==> config.mk <==
export PLATFORM = sky130hd
export DESIGN_NAME = waveform_min_max_rms_decimator
export DESIGN_NICKNAME = d
export VERILOG_FILES = /design/src/hw/rtl/wmrd_pkg.sv /design/src/hw/rtl/waveform_min_max_rms_decimator.sv /design/src/hw/rtl/wmrd_ctrl.sv /design/src/hw/rtl/wmrd_dpath.sv
export VERILOG_INCLUDE_DIRS = /design/src /design/src/hw/rtl
export SDC_FILE = /design/constraint.sdc
export NUM_CORES = 2
export LEC_CHECK = 0
export ABC_AREA = 1
export BUFFER_PORTS_ARGS = -buffer_cell sky130_fd_sc_hd__buf_2
export CAP_MARGIN = 40
export CORE_MARGIN = 2
export CORE_UTILIZATION = 50
export DETAILED_ROUTE_END_ITERATION = 12
export GPL_TIMING_DRIVEN = 0
export PLACE_DENSITY = 0.66
export SETUP_SLACK_MARGIN = 0.4
export SLEW_MARGIN = 20
export SYNTH_ARGS = -nofsm -noshare
export SYNTH_HDL_FRONTEND = slang
export SYNTH_SLANG_ARGS = --single-unit
==> constraint.sdc <==
create_clock -name clk -period 8.22 [get_ports clk]
set_input_delay 1.233 -clock clk [delete_from_list [all_inputs] [get_ports clk]]
set_output_delay 1.233 -clock clk [all_outputs]
set_load 0.01 [all_outputs]
==> src/hw/rtl/waveform_min_max_rms_decimator_defines.svh <==
// Assertion macros for the decimator RTL.
`ifndef WAVEFORM_MIN_MAX_RMS_DECIMATOR_DEFINES_SVH
`define WAVEFORM_MIN_MAX_RMS_DECIMATOR_DEFINES_SVH
`ifndef SYNTHESIS
`define ASSERT_IMPL(label, ante, cons, msg) \
	label: assert property (@(posedge clk) disable iff (!arst_n) (ante) |-> (cons)) \
		else $error(msg);
`define ASSERT_NEXT(label, ante, cons, msg) \
	label: assert property (@(posedge clk) disable iff (!arst_n) (ante) |=> (cons)) \
		else $error(msg);
`else
`define ASSERT_IMPL(label, ante, cons, msg)
`define ASSERT_NEXT(label, ante, cons, msg)
`endif
`endif

==> src/hw/rtl/wmrd_pkg.sv <==
package wmrd_pkg;
	localparam int unsigned MaxWindow = 262144;
	localparam int unsigned SampleBits = 16;
	localparam int unsigned ResW = 28;
	localparam int unsigned PW = 29;
	localparam int unsigned CntW = 19;
	localparam int unsigned SumW = 48;
	localparam int unsigned FrmW = 32;
	localparam logic [PW-1:0] PLo = PW'(1000);
	localparam logic [PW-1:0] PHi = PW'(MaxWindow * 1000);
	localparam logic [SumW-1:0] SumLimit = '1;

	typedef enum logic [1:0] {
		ST_IDLE,
		ST_DIV,
		ST_SQRT,
		ST_OUT
	} state_t;

	typedef struct packed {
		logic accept;
		logic start_div;
		logic div_step;
		logic start_sqrt;
		logic sqrt_step;
		logic load_out;
	} cmd_t;

	typedef struct packed {
		logic close;
		logic div_last;
		logic sqrt_last;
	} sts_t;

	typedef struct packed {
		logic [FrmW-1:0] frame_number;
		logic [7:0] min_level;
		logic [7:0] max_level;
		logic [6:0] rms_level;
	} result_t;

	function automatic logic [7:0] level8(input logic signed [SampleBits-1:0] v);
		logic [SampleBits-1:0] off;
		logic [SampleBits+7:0] prod;
		off = SampleBits'(v) ^ {1'b1, {(SampleBits-1){1'b0}}};
		prod = {8'd0, off} * (SampleBits+8)'(255);
		return prod[SampleBits+7:SampleBits];
	endfunction
endpackage

==> src/hw/rtl/waveform_min_max_rms_decimator.sv <==
// A sample that closes a frame is followed by the divide steps, the square
// root steps and a load into the output register, which then offers the result.
// Throughput: one sample per cycle while idle; a closing sample holds the input
// through the divide, square root and load, longer while a result waits.
// Reset: arst_n asynchronous; registers go to 1 ms and 44100 Hz, state clears.
module waveform_min_max_rms_decimator (
	input logic clk,
	input logic arst_n,
	input logic cfg_we,
	input logic [0:0] cfg_index,
	input logic [17:0] cfg_data,
	input logic s_axis_tvalid,
	output logic s_axis_tready,
	input logic [31:0] s_axis_tdata, // left_sample, right_sample
	output logic m_axis_tvalid,
	input logic m_axis_tready,
	output logic [55:0] m_axis_tdata // frame_number, min_level, max_level, rms_level, pad
);
	import wmrd_pkg::*;
	cmd_t cmd;
	sts_t sts;
	result_t res;
	logic valid_q;
	logic [54:0] data_q;

	wmrd_ctrl u_ctrl (
		.clk(clk), .arst_n(arst_n), .in_valid(s_axis_tvalid),
		.out_busy(valid_q && !m_axis_tready), .sts(sts),
		.in_ready(s_axis_tready), .cmd(cmd)
	);

	wmrd_dpath u_dpath (
		.clk(clk), .arst_n(arst_n), .cfg_we(cfg_we), .cfg_index(cfg_index[0]),
		.cfg_data(cfg_data), .left_sample(s_axis_tdata[15:0]),
		.right_sample(s_axis_tdata[31:16]), .cmd(cmd), .sts(sts), .res(res)
	);

	always_ff @(posedge clk or negedge arst_n) begin
		if (!arst_n) valid_q <= 1'b0;
		else if (cmd.load_out) valid_q <= 1'b1;
		else if (m_axis_tready) valid_q <= 1'b0;
	end

	always_ff @(posedge clk) begin
		if (cmd.load_out)
			data_q <= {res.rms_level, res.max_level, res.min_level, res.frame_number};
	end

	assign m_axis_tvalid = valid_q;
	assign m_axis_tdata = {1'b0, data_q};
endmodule

==> src/hw/rtl/wmrd_ctrl.sv <==
`include "waveform_min_max_rms_decimator_defines.svh"
module wmrd_ctrl (
	input logic clk,
	input logic arst_n,
	input logic in_valid,
	input logic out_busy,
	input wmrd_pkg::sts_t sts,
	output logic in_ready,
	output wmrd_pkg::cmd_t cmd
);
	import wmrd_pkg::*;
	state_t state_q, state_d;

	always_ff @(posedge clk or negedge arst_n) begin
		if (!arst_n) state_q <= ST_IDLE;
		else state_q <= state_d;
	end

	always_comb begin
		state_d = state_q;
		cmd = '0;
		in_ready = 1'b0;
		unique case (state_q)
			ST_IDLE: begin
				in_ready = 1'b1;
				if (in_valid) begin
					cmd.accept = 1'b1;
					if (sts.close) begin
						cmd.start_div = 1'b1;
						state_d = ST_DIV;
					end
				end
			end
			ST_DIV: begin
				cmd.div_step = 1'b1;
				if (sts.div_last) begin
					cmd.start_sqrt = 1'b1;
					state_d = ST_SQRT;
				end
			end
			ST_SQRT: begin
				cmd.sqrt_step = 1'b1;
				if (sts.sqrt_last) state_d = ST_OUT;
			end
			ST_OUT: begin
				if (!out_busy) begin
					cmd.load_out = 1'b1;
					state_d = ST_IDLE;
				end
			end
			default: state_d = ST_IDLE;
		endcase
	end

	`ASSERT_IMPL(a_ready_idle, in_ready, state_q == ST_IDLE, "ready outside idle")
	`ASSERT_NEXT(a_close_div, cmd.start_div, state_q == ST_DIV, "close without divide")
	`ASSERT_IMPL(a_load_free, cmd.load_out, !out_busy, "overwrite of pending result")
endmodule

==> src/hw/rtl/wmrd_dpath.sv <==
module wmrd_dpath (
	input logic clk,
	input logic arst_n,
	input logic cfg_we,
	input logic cfg_index,
	input logic [17:0] cfg_data,
	input logic signed [15:0] left_sample,
	input logic signed [15:0] right_sample,
	input wmrd_pkg::cmd_t cmd,
	output wmrd_pkg::sts_t sts,
	output wmrd_pkg::result_t res
);
	import wmrd_pkg::*;
	localparam int unsigned DivSteps = SumW;
	logic [10:0] mspp_q;
	logic [17:0] srate_q;
	logic [10:0] mspp_d;
	logic [17:0] srate_d;
	logic [PW-1:0] p_q;
	logic [ResW-1:0] residue_q;
	logic [FrmW-1:0] frame_q;
	logic [CntW-1:0] count_q;
	logic [SumW-1:0] sum_q;
	logic signed [SampleBits-1:0] min_q, max_q;
	logic [SumW-1:0] quo_q;
	logic [CntW:0] rem_q;
	logic [CntW-1:0] dcnt_q;
	logic [5:0] step_q;
	logic [SumW-1:0] sq_v_q;
	logic [SumW-1:0] root_q;
	logic [SumW-1:0] bit_q;
	logic [FrmW-1:0] ofrm_q;
	logic [7:0] omin_q, omax_q;
	logic [28:0] prod;
	logic signed [SampleBits:0] lr;
	logic signed [SampleBits-1:0] m;
	logic [2*SampleBits-1:0] sq;
	logic [SumW:0] sum_add;
	logic [SumW-1:0] sum_base;
	logic first;
	logic close;
	logic [CntW:0] rem_sh;
	logic div_ge;
	logic [SumW-1:0] quo_nx;
	logic [SumW-1:0] trial;
	logic [30:0] rl;

	assign mspp_d = (cfg_we && !cfg_index) ? cfg_data[10:0] : mspp_q;
	assign srate_d = (cfg_we && cfg_index) ? cfg_data : srate_q;
	assign prod = 29'(mspp_d) * 29'(srate_d);
	assign lr = 17'(left_sample) + 17'(right_sample);
	assign m = lr[SampleBits:1];
	assign sq = 32'($signed(m) * $signed(m));
	assign close = {1'b0, residue_q} >= p_q;
	assign sts.close = close;
	assign first = close || count_q == '0;
	assign sum_base = close ? '0 : sum_q;
	assign sum_add = {1'b0, sum_base} + (SumW+1)'(sq);
	assign sts.div_last = step_q == 6'(DivSteps - 1);
	assign sts.sqrt_last = bit_q[1:0] != 2'b00 || bit_q == '0;
	assign rem_sh = {rem_q[CntW-1:0], quo_q[SumW-1]};
	assign div_ge = rem_sh >= {1'b0, dcnt_q};
	assign quo_nx = {quo_q[SumW-2:0], div_ge};
	assign trial = sq_v_q - (root_q + bit_q);

	always_ff @(posedge clk or negedge arst_n) begin
		if (!arst_n) begin
			mspp_q <= 11'd1;
			srate_q <= 18'd44100;
			p_q <= PW'(44100);
			residue_q <= '0;
			frame_q <= '0;
			count_q <= '0;
			sum_q <= '0;
			step_q <= '0;
		end else begin
			mspp_q <= mspp_d;
			srate_q <= srate_d;
			if (prod < PLo) p_q <= PLo;
			else if (prod > PHi) p_q <= PHi;
			else p_q <= prod;
			if (cmd.accept) begin
				residue_q <= (close ? residue_q - ResW'(p_q) : residue_q) + ResW'(1000);
				if (close) frame_q <= frame_q + 1'b1;
				count_q <= close ? CntW'(1) : (&count_q ? count_q : count_q + 1'b1);
				sum_q <= sum_add[SumW] ? SumLimit : sum_add[SumW-1:0];
			end
			if (cmd.start_div) step_q <= '0;
			else if (cmd.div_step) step_q <= step_q + 1'b1;
		end
	end

	always_ff @(posedge clk) begin
		if (cmd.accept) begin
			if (first || m < min_q) min_q <= m;
			if (first || (m > max_q && !(m < min_q))) max_q <= m;
		end
		if (cmd.start_div) begin
			quo_q <= sum_q;
			rem_q <= '0;
			dcnt_q <= count_q;
			ofrm_q <= frame_q;
			omin_q <= level8(min_q);
			omax_q <= level8(max_q);
		end else if (cmd.div_step) begin
			rem_q <= div_ge ? rem_sh - {1'b0, dcnt_q} : rem_sh;
			quo_q <= quo_nx;
		end
		if (cmd.start_sqrt) begin
			sq_v_q <= quo_nx;
			root_q <= '0;
			bit_q <= SumW'(1) << (SumW - 2);
		end else if (cmd.sqrt_step && bit_q != '0) begin
			if (sq_v_q >= root_q + bit_q) begin
				sq_v_q <= trial;
				root_q <= (root_q >> 1) + bit_q;
			end else begin
				root_q <= root_q >> 1;
			end
			bit_q <= bit_q >> 2;
		end
	end

	assign rl = (31'(root_q) * 31'(127)) >> (SampleBits - 1);
	assign res.frame_number = ofrm_q;
	assign res.min_level = omin_q;
	assign res.max_level = omax_q;
	assign res.rms_level = (rl > 31'd127) ? 7'd127 : rl[6:0];
endmodule
# Word-level counts from Yosys, hierarchy flattened
# Cells that the tools add are included.
# word_totals
reg_bits	535
inputBits	56
out_inout_bits	58
wordCells	121
# classes
add_sub_neg	11
multipliers	5
magnitude_cmp	8
n_eq_ne	10
n_mux	35
bitwise_logic	2
reduce_logical	27
# op_table
cell	n
2-to-1 mux 48 bit	8
2-to-1 mux 29 bit	2
2-to-1 mux 19 bit	3
adder 48 x 32 -> 49 bit	1
adder 47 x 47 -> 48 bit	1
adder 48 x 47 -> 48 bit	1
greater-or-equal comparator 48 bit	1
logical NOT 48 bit	1
multiplier 16 x 8 -> 24 bit (second input constant)	2
nonzero test 48 bit	1
subtractor 48 bit	1
adder 32 x 1 -> 32 bit (second input constant)	1
multiplier 16 x 16 -> 32 bit	1
multiplier 31 x 7 -> 31 bit (second input constant)	1
greater-or-equal comparator 28 x 29 -> 1 bit	1
> comparator 29 x 28 -> 1 bit (second input constant)	1
less-than comparator 29 x 10 -> 1 bit (second input constant)	1
multiplier 11 x 18 -> 29 bit	1
adder 28 x 10 -> 28 bit (second input constant)	1
2-to-1 mux 28 bit	1
subtractor 28 bit	1
greater-or-equal comparator 20 x 19 -> 1 bit	1
adder 19 x 1 -> 19 bit (second input constant)	1
logical NOT 19 bit	1
other kinds (26)	63

# Longest topological paths before layout
# logic_depth
ltp_word	7
depth_mapped	55

# Cells and area by module
# A second synthesis with hierarchy kept.
# unflattened
hier_cells	7754
hier_area_um2	60843.4
# by_module_without_submodules
mod	n_inst	cells_per_inst	area_each_um2
wmrd_dpath	1	7657	58906.5
waveform_min_max_rms_decimator	1	63	1709.1
wmrd_ctrl	1	34	227.7

# Worst setup path before layout
# No wires, ideal clock.
# synth_path
path_kind	input-to-reg
from	input port s_axis_tdata[1]
to	register u_dpath.sum_q[29]
setup_time_ps	117
t_arrival_ps	9781
path_slack_ps	-1679
cell_stages	44
path_buffers	2
cell_sequence	inv_1 fa_1 inv_1 a31oi_1 o21ai_1 nand3_1 nand2_1 nand2_1 nand2_1 clkbuf_1 nor2_1 fa_1 inv_1 fa_1 inv_1 fa_1 fa_1 fa_1 [8 not listed] nand3_1 nand2_1 a31oi_1 xor2_1 ha_1 a21oi_1 o21ai_0 a21oi_1 o21ai_0 a21oi_1 nor2_4 nand2_2 nor2_4 nor2_4 buf_6 nand3_1 o21ai_1 inv_1
# synth_between
elab_chain_cells	4
# synth_rtl
element	line	text
start: declaration	waveform_min_max_rms_decimator.sv:14	input logic [31:0] s_axis_tdata,
adder 16 x 16 -> 17 bit	wmrd_dpath.sv:51	assign lr = 17'(left_sample) + 17'(right_sample);
multiplier 16 x 16 -> 32 bit	wmrd_dpath.sv:53	assign sq = 32'($signed(m) * $signed(m));
adder 48 x 32 -> 49 bit	wmrd_dpath.sv:58	assign sum_add = {1'b0, sum_base} + (SumW+1)'(sq);
2-to-1 mux 48 bit	wmrd_dpath.sv:86	sum_q <= sum_add[SumW] ? SumLimit : sum_add[SumW-1:0];
end signal: assignment	wmrd_dpath.sv:86	
end: declaration	wmrd_dpath.sv:23	logic [SumW-1:0] sum_q;
# No other way between the ends.
# A chain may end at the register's enable or synchronous reset.

# Worst setup path in the final report
# layout_path
from	input port s_axis_tdata[19]
to	register u_dpath.sum_q[31]
# layout_between
elab_chain_cells	4
# layout_rtl
element	line	text
adder 16 x 16 -> 17 bit	wmrd_dpath.sv:51	
net u_dpath.lr[11]	wmrd_dpath.sv:35	logic signed [SampleBits:0] lr;
multiplier 16 x 16 -> 32 bit	wmrd_dpath.sv:53	
adder 48 x 32 -> 49 bit	wmrd_dpath.sv:58	
2-to-1 mux 48 bit	wmrd_dpath.sv:86	
# The timed path passes the listed nets, and every way through them passes these cells.

==> flow_summary.yaml <==
grt:
  grt.total_usage_pct: 28.4
  grt_use_met1_pct: 37.9
  met3_usage_pct: 2.98
  grt_max_degree: 84
  grt_overflow_total: 0
  first_global_vias: 54000
  grt_pass1_wl_mm: 285
  grt_use_met2_pct: 48.4
  antenna_found_initial: 0
  grt-busiest-layer: "met2"
drt:
  avgViaCountPerCell: 5.35
  ant_nets: 0
  num_vias: 52800
  routed_wl_mm: 178
  wl_per_cell_um: 18.1
  dr.pass1.iters: 5
  drt_iter0_markers: 3873
  drc: 0
timing:
  min_period_ns: 9.57
  final.setup_skew_ns: 0.0416
  slew_viol_final: 0
  tightest_slew_ns: 0.906
  finalSetupViolations: 48
  period_share_pct: 116
  fin_ws_ns: -1.35
  fmax_ghz: 0.104
  hold_viol_final: 0
  hold_slack_ns: 0.406
  max_slew_margin_pct: 39.6
  rsz0062_at_grt: "true"
placed_design:
  gp_congestion: 0.977
  place_ws_ns: -2.88
  dp_cells: 9573
  io_buffers: 112
  hpwl_mm: 144
critical_path:
  critPathMaxFanout: 6
  r2r-start: "u_dpath.srate_q[6]"
  end_kind: "register"
  required_ns: 8.78
  r2r_setup_slack_ns: 1.60
  start_kind: "input port"
  crit_path_top_delay_cell: "fa_1"
  endpoint: "u_dpath.sum_q[31]"
  reg2regPathDepth: 28
  crit_path_start: "s_axis_tdata[19]"
  r2r_end: "u_dpath.p_q[20]"
  critPathKind: "input port to register"
  cpPeakStageDelay_ns: 0.56
  crit_arrival_ns: 10.14
floorplan:
  rows: 128
  core_area_um2: 122000
  ios: 114
  chipHeight_um: 354
  die_w_um: 354
  die_area_um2: 125000
  start_util_pct: 50.3
finish:
  fin_util_pct: 57.5
  fin_nets: 9361
  area_growth_pct: 14.2
  fin_cells: 9858
  drive_gt1_share_pct: 11.0
  multiInputGateArea_um2: 42200
  seqCellArea_um2: 14200
  n_fill_cell: 11100
synthesis:
  async_flop_share_pct: 36.3
  synth_seq_cells: 535
  syn-cell-area_um2: 61200
  avgSynthCellArea_um2: 7.82
  yosysSeqAreaShare_pct: 23.2
  synth-edff-count: 250
  ys_types: 71
  synth-main-ff-cell: "edfxtp_1"
  syn-instance-count: 7822
  yosys_warnings: 0
clock_tree:
  clock_latency_ns: 0.68
  cts_buffer_depth: 3
  clk_pin_slew_ns: 0.06
  cts_buffers: 66
  cts_tree: "done"
  cts.htree.levels: 3
  cts-root-buf: "clkbuf_16"
  cts_hold_buf: 0
  cts.sinks: 535
min_path:
  min_path_type: "register to register"
status:
  status: "complete, but fails checks"
  violations: "setup timing"
job:
  maxCapViolations: 0
-- synth_stat cells, types with 25 or more instances --
cell	instances	area [um^2]
a21o_1	38	285
nand3_1	280	1400
fa_1	625	12500
nand4_1	101	632
a22oi_1	27	203
edfxtp_1	250	7510
o21ai_0	426	2130
ha_1	501	6270
inv_1	1525	5720
a21oi_1	445	2230
nor2_1	771	2890
a31oi_1	56	350
nand2_1	1577	5920
dfrtp_1	181	4530
dfxtp_1	91	1820
nor4_1	42	263
nand2_2	25	156
o21ai_1	31	155
nor3_1	96	480
xnor2_1	140	1230
xor2_1	177	1550
clkbuf_1	98	368
-- logic make-up (layout without fill, tap and decap cells) --
logic type	after synthesis	after routing	synth area share (%)
other	1	3	0.00613
multiplexers	1	1	0.0164
AO/OA/AOI/OAI	1156	1156	10.5
XOR/XNOR	317	317	4.54
flip-flops	535	535	23.2
AND/OR/NAND/NOR	2982	2982	20.4
buffers and inverters	1704	2113	10.6
adder cells (fa/ha/maj)	1126	1126	30.7
-- critical path: cells and delay by family --
kind	cells	cell delay [ns]
AOI/OAI and AO/OA	10	1.29
buffers and inverters	17	1.52
adders and majority gates	9	3.85
and+or+nand+nor	17	1.87
xor gates and xnor gates	2	0.38
-- per-layer routing --
layer	wire [um]	up-vias
li1	-	25600
met1	78200	25400
met2	85200	1469
met3	8610	318
met4	6460	0
met5	0	-
-- metrics by stage --
| step | TNS (ns) | area, um^2 |
|---|---|---|
| 4_1_cts | -42.39 | 68900 |
| 6_report | -60.01 | 69900 |
| 5_1_grt | -72.22 | 69900 |
| 3_5_place_dp | -141.01 | 64700 |
| 2_1_floorplan | -42.07 | 61800 |
| 3_3_place_gp | -143.44 | 64400 |
-- final cells by class --
| cell class | count | share of cell area (%) |
|---|---|---|
| clock inverter | 34 | 0.609 |
| clock buffer | 87 | 2.59 |
| timing repair inverter | 1 | 0.00895 |
| inverter | 1567 | 8.56 |
| antenna | 1 | 0.00358 |
| sequential | 535 | 20.3 |
| tap | 1625 | 2.91 |
| buffer | 137 | 1.16 |
| multi-input combinational | 5584 | 60.4 |
| timing repair buffer | 287 | 3.40 |
-- state kept, by name (all words and copies together), names as in the netlist, 11 cells and up --
| register | flops |
|---|---|
| u_dpath.residue_q | 28 |
| u_dpath.sum_q | 48 |
| u_dpath.count_q | 19 |
| u_dpath.max_q | 16 |
| u_dpath.srate_q | 18 |
| data_q | 55 |
| u_dpath.frame_q | 32 |
| u_dpath.ofrm_q | 32 |
| u_dpath.mspp_q | 11 |
| u_dpath.p_q | 29 |
| u_dpath.dcnt_q | 19 |
| u_dpath.rem_q | 19 |
| u_dpath.bit_q | 24 |
| u_dpath.min_q | 16 |
| u_dpath.sq_v_q | 48 |
| u_dpath.root_q | 48 |
| u_dpath.quo_q | 48 |
-- what timing repair did --
action | in CTS | in global routing
gates cloned | 6 | 1
setup endpoints to repair | 65 | 75
pin swaps | 123 | 104
setup buffers | 115 | 35
gates resized for setup | 232 | 175
-- layout by cell type, fill, tap and decap left out, types with 21 or more instances in the layout --
| cell type | netlist | final |
|---|---|---|
| nor3_1 | 96 | 93 |
| fa_1 | 625 | 609 |
| nand4_1 | 101 | 101 |
| buf_6 | 5 | 28 |
| ha_4 | 0 | 32 |
| o21a_1 | 21 | 21 |
| xor2_1 | 177 | 167 |
| clkbuf_1 | 98 | 89 |
| inv_2 | 18 | 53 |
| dfxtp_1 | 91 | 91 |
| a21oi_2 | 6 | 39 |
| a21oi_1 | 445 | 404 |
| clkbuf_16 | 0 | 71 |
| ha_1 | 501 | 467 |
| o21ai_2 | 3 | 21 |
| nor2_1 | 771 | 721 |
| o21ai_0 | 426 | 400 |
| nand2_2 | 25 | 58 |
| buf_12 | 0 | 21 |
| xnor2_1 | 140 | 138 |
| inv_1 | 1525 | 1492 |
| a22oi_2 | 0 | 25 |
| dfrtp_1 | 181 | 181 |
| edfxtp_1 | 250 | 250 |
| nand3_1 | 280 | 266 |
| buf_2 | 13 | 118 |
| buf_4 | 7 | 134 |
| o21ai_1 | 31 | 36 |
| a21o_1 | 38 | 38 |
| a31oi_1 | 56 | 53 |
| nand2_1 | 1577 | 1525 |
| nor2_4 | 10 | 33 |
| nor2_2 | 19 | 46 |
| nor4_1 | 42 | 38 |
-- how the worst min path moves through the flow --
stage	from	endpoint	slack (ns)	depth (start not counted)
3_5_place_dp	u_dpath.ofrm_q[4]	data_q[4]	0.40	0
5_1_grt	arst_n	u_dpath.srate_q[16]	0.42	1
3_3_place_gp	u_dpath.ofrm_q[13]	data_q[13]	0.40	0
6_report	u_dpath.ofrm_q[13]	data_q[13]	0.41	0
2_1_floorplan	u_dpath.ofrm_q[0]	data_q[0]	0.40	0
4_1_cts	arst_n	u_dpath.srate_q[14]	0.39	1
Power is left out: the tool's default activity adds up to more than one toggle a clock period on the data nets, which glitch-free logic cannot reach.
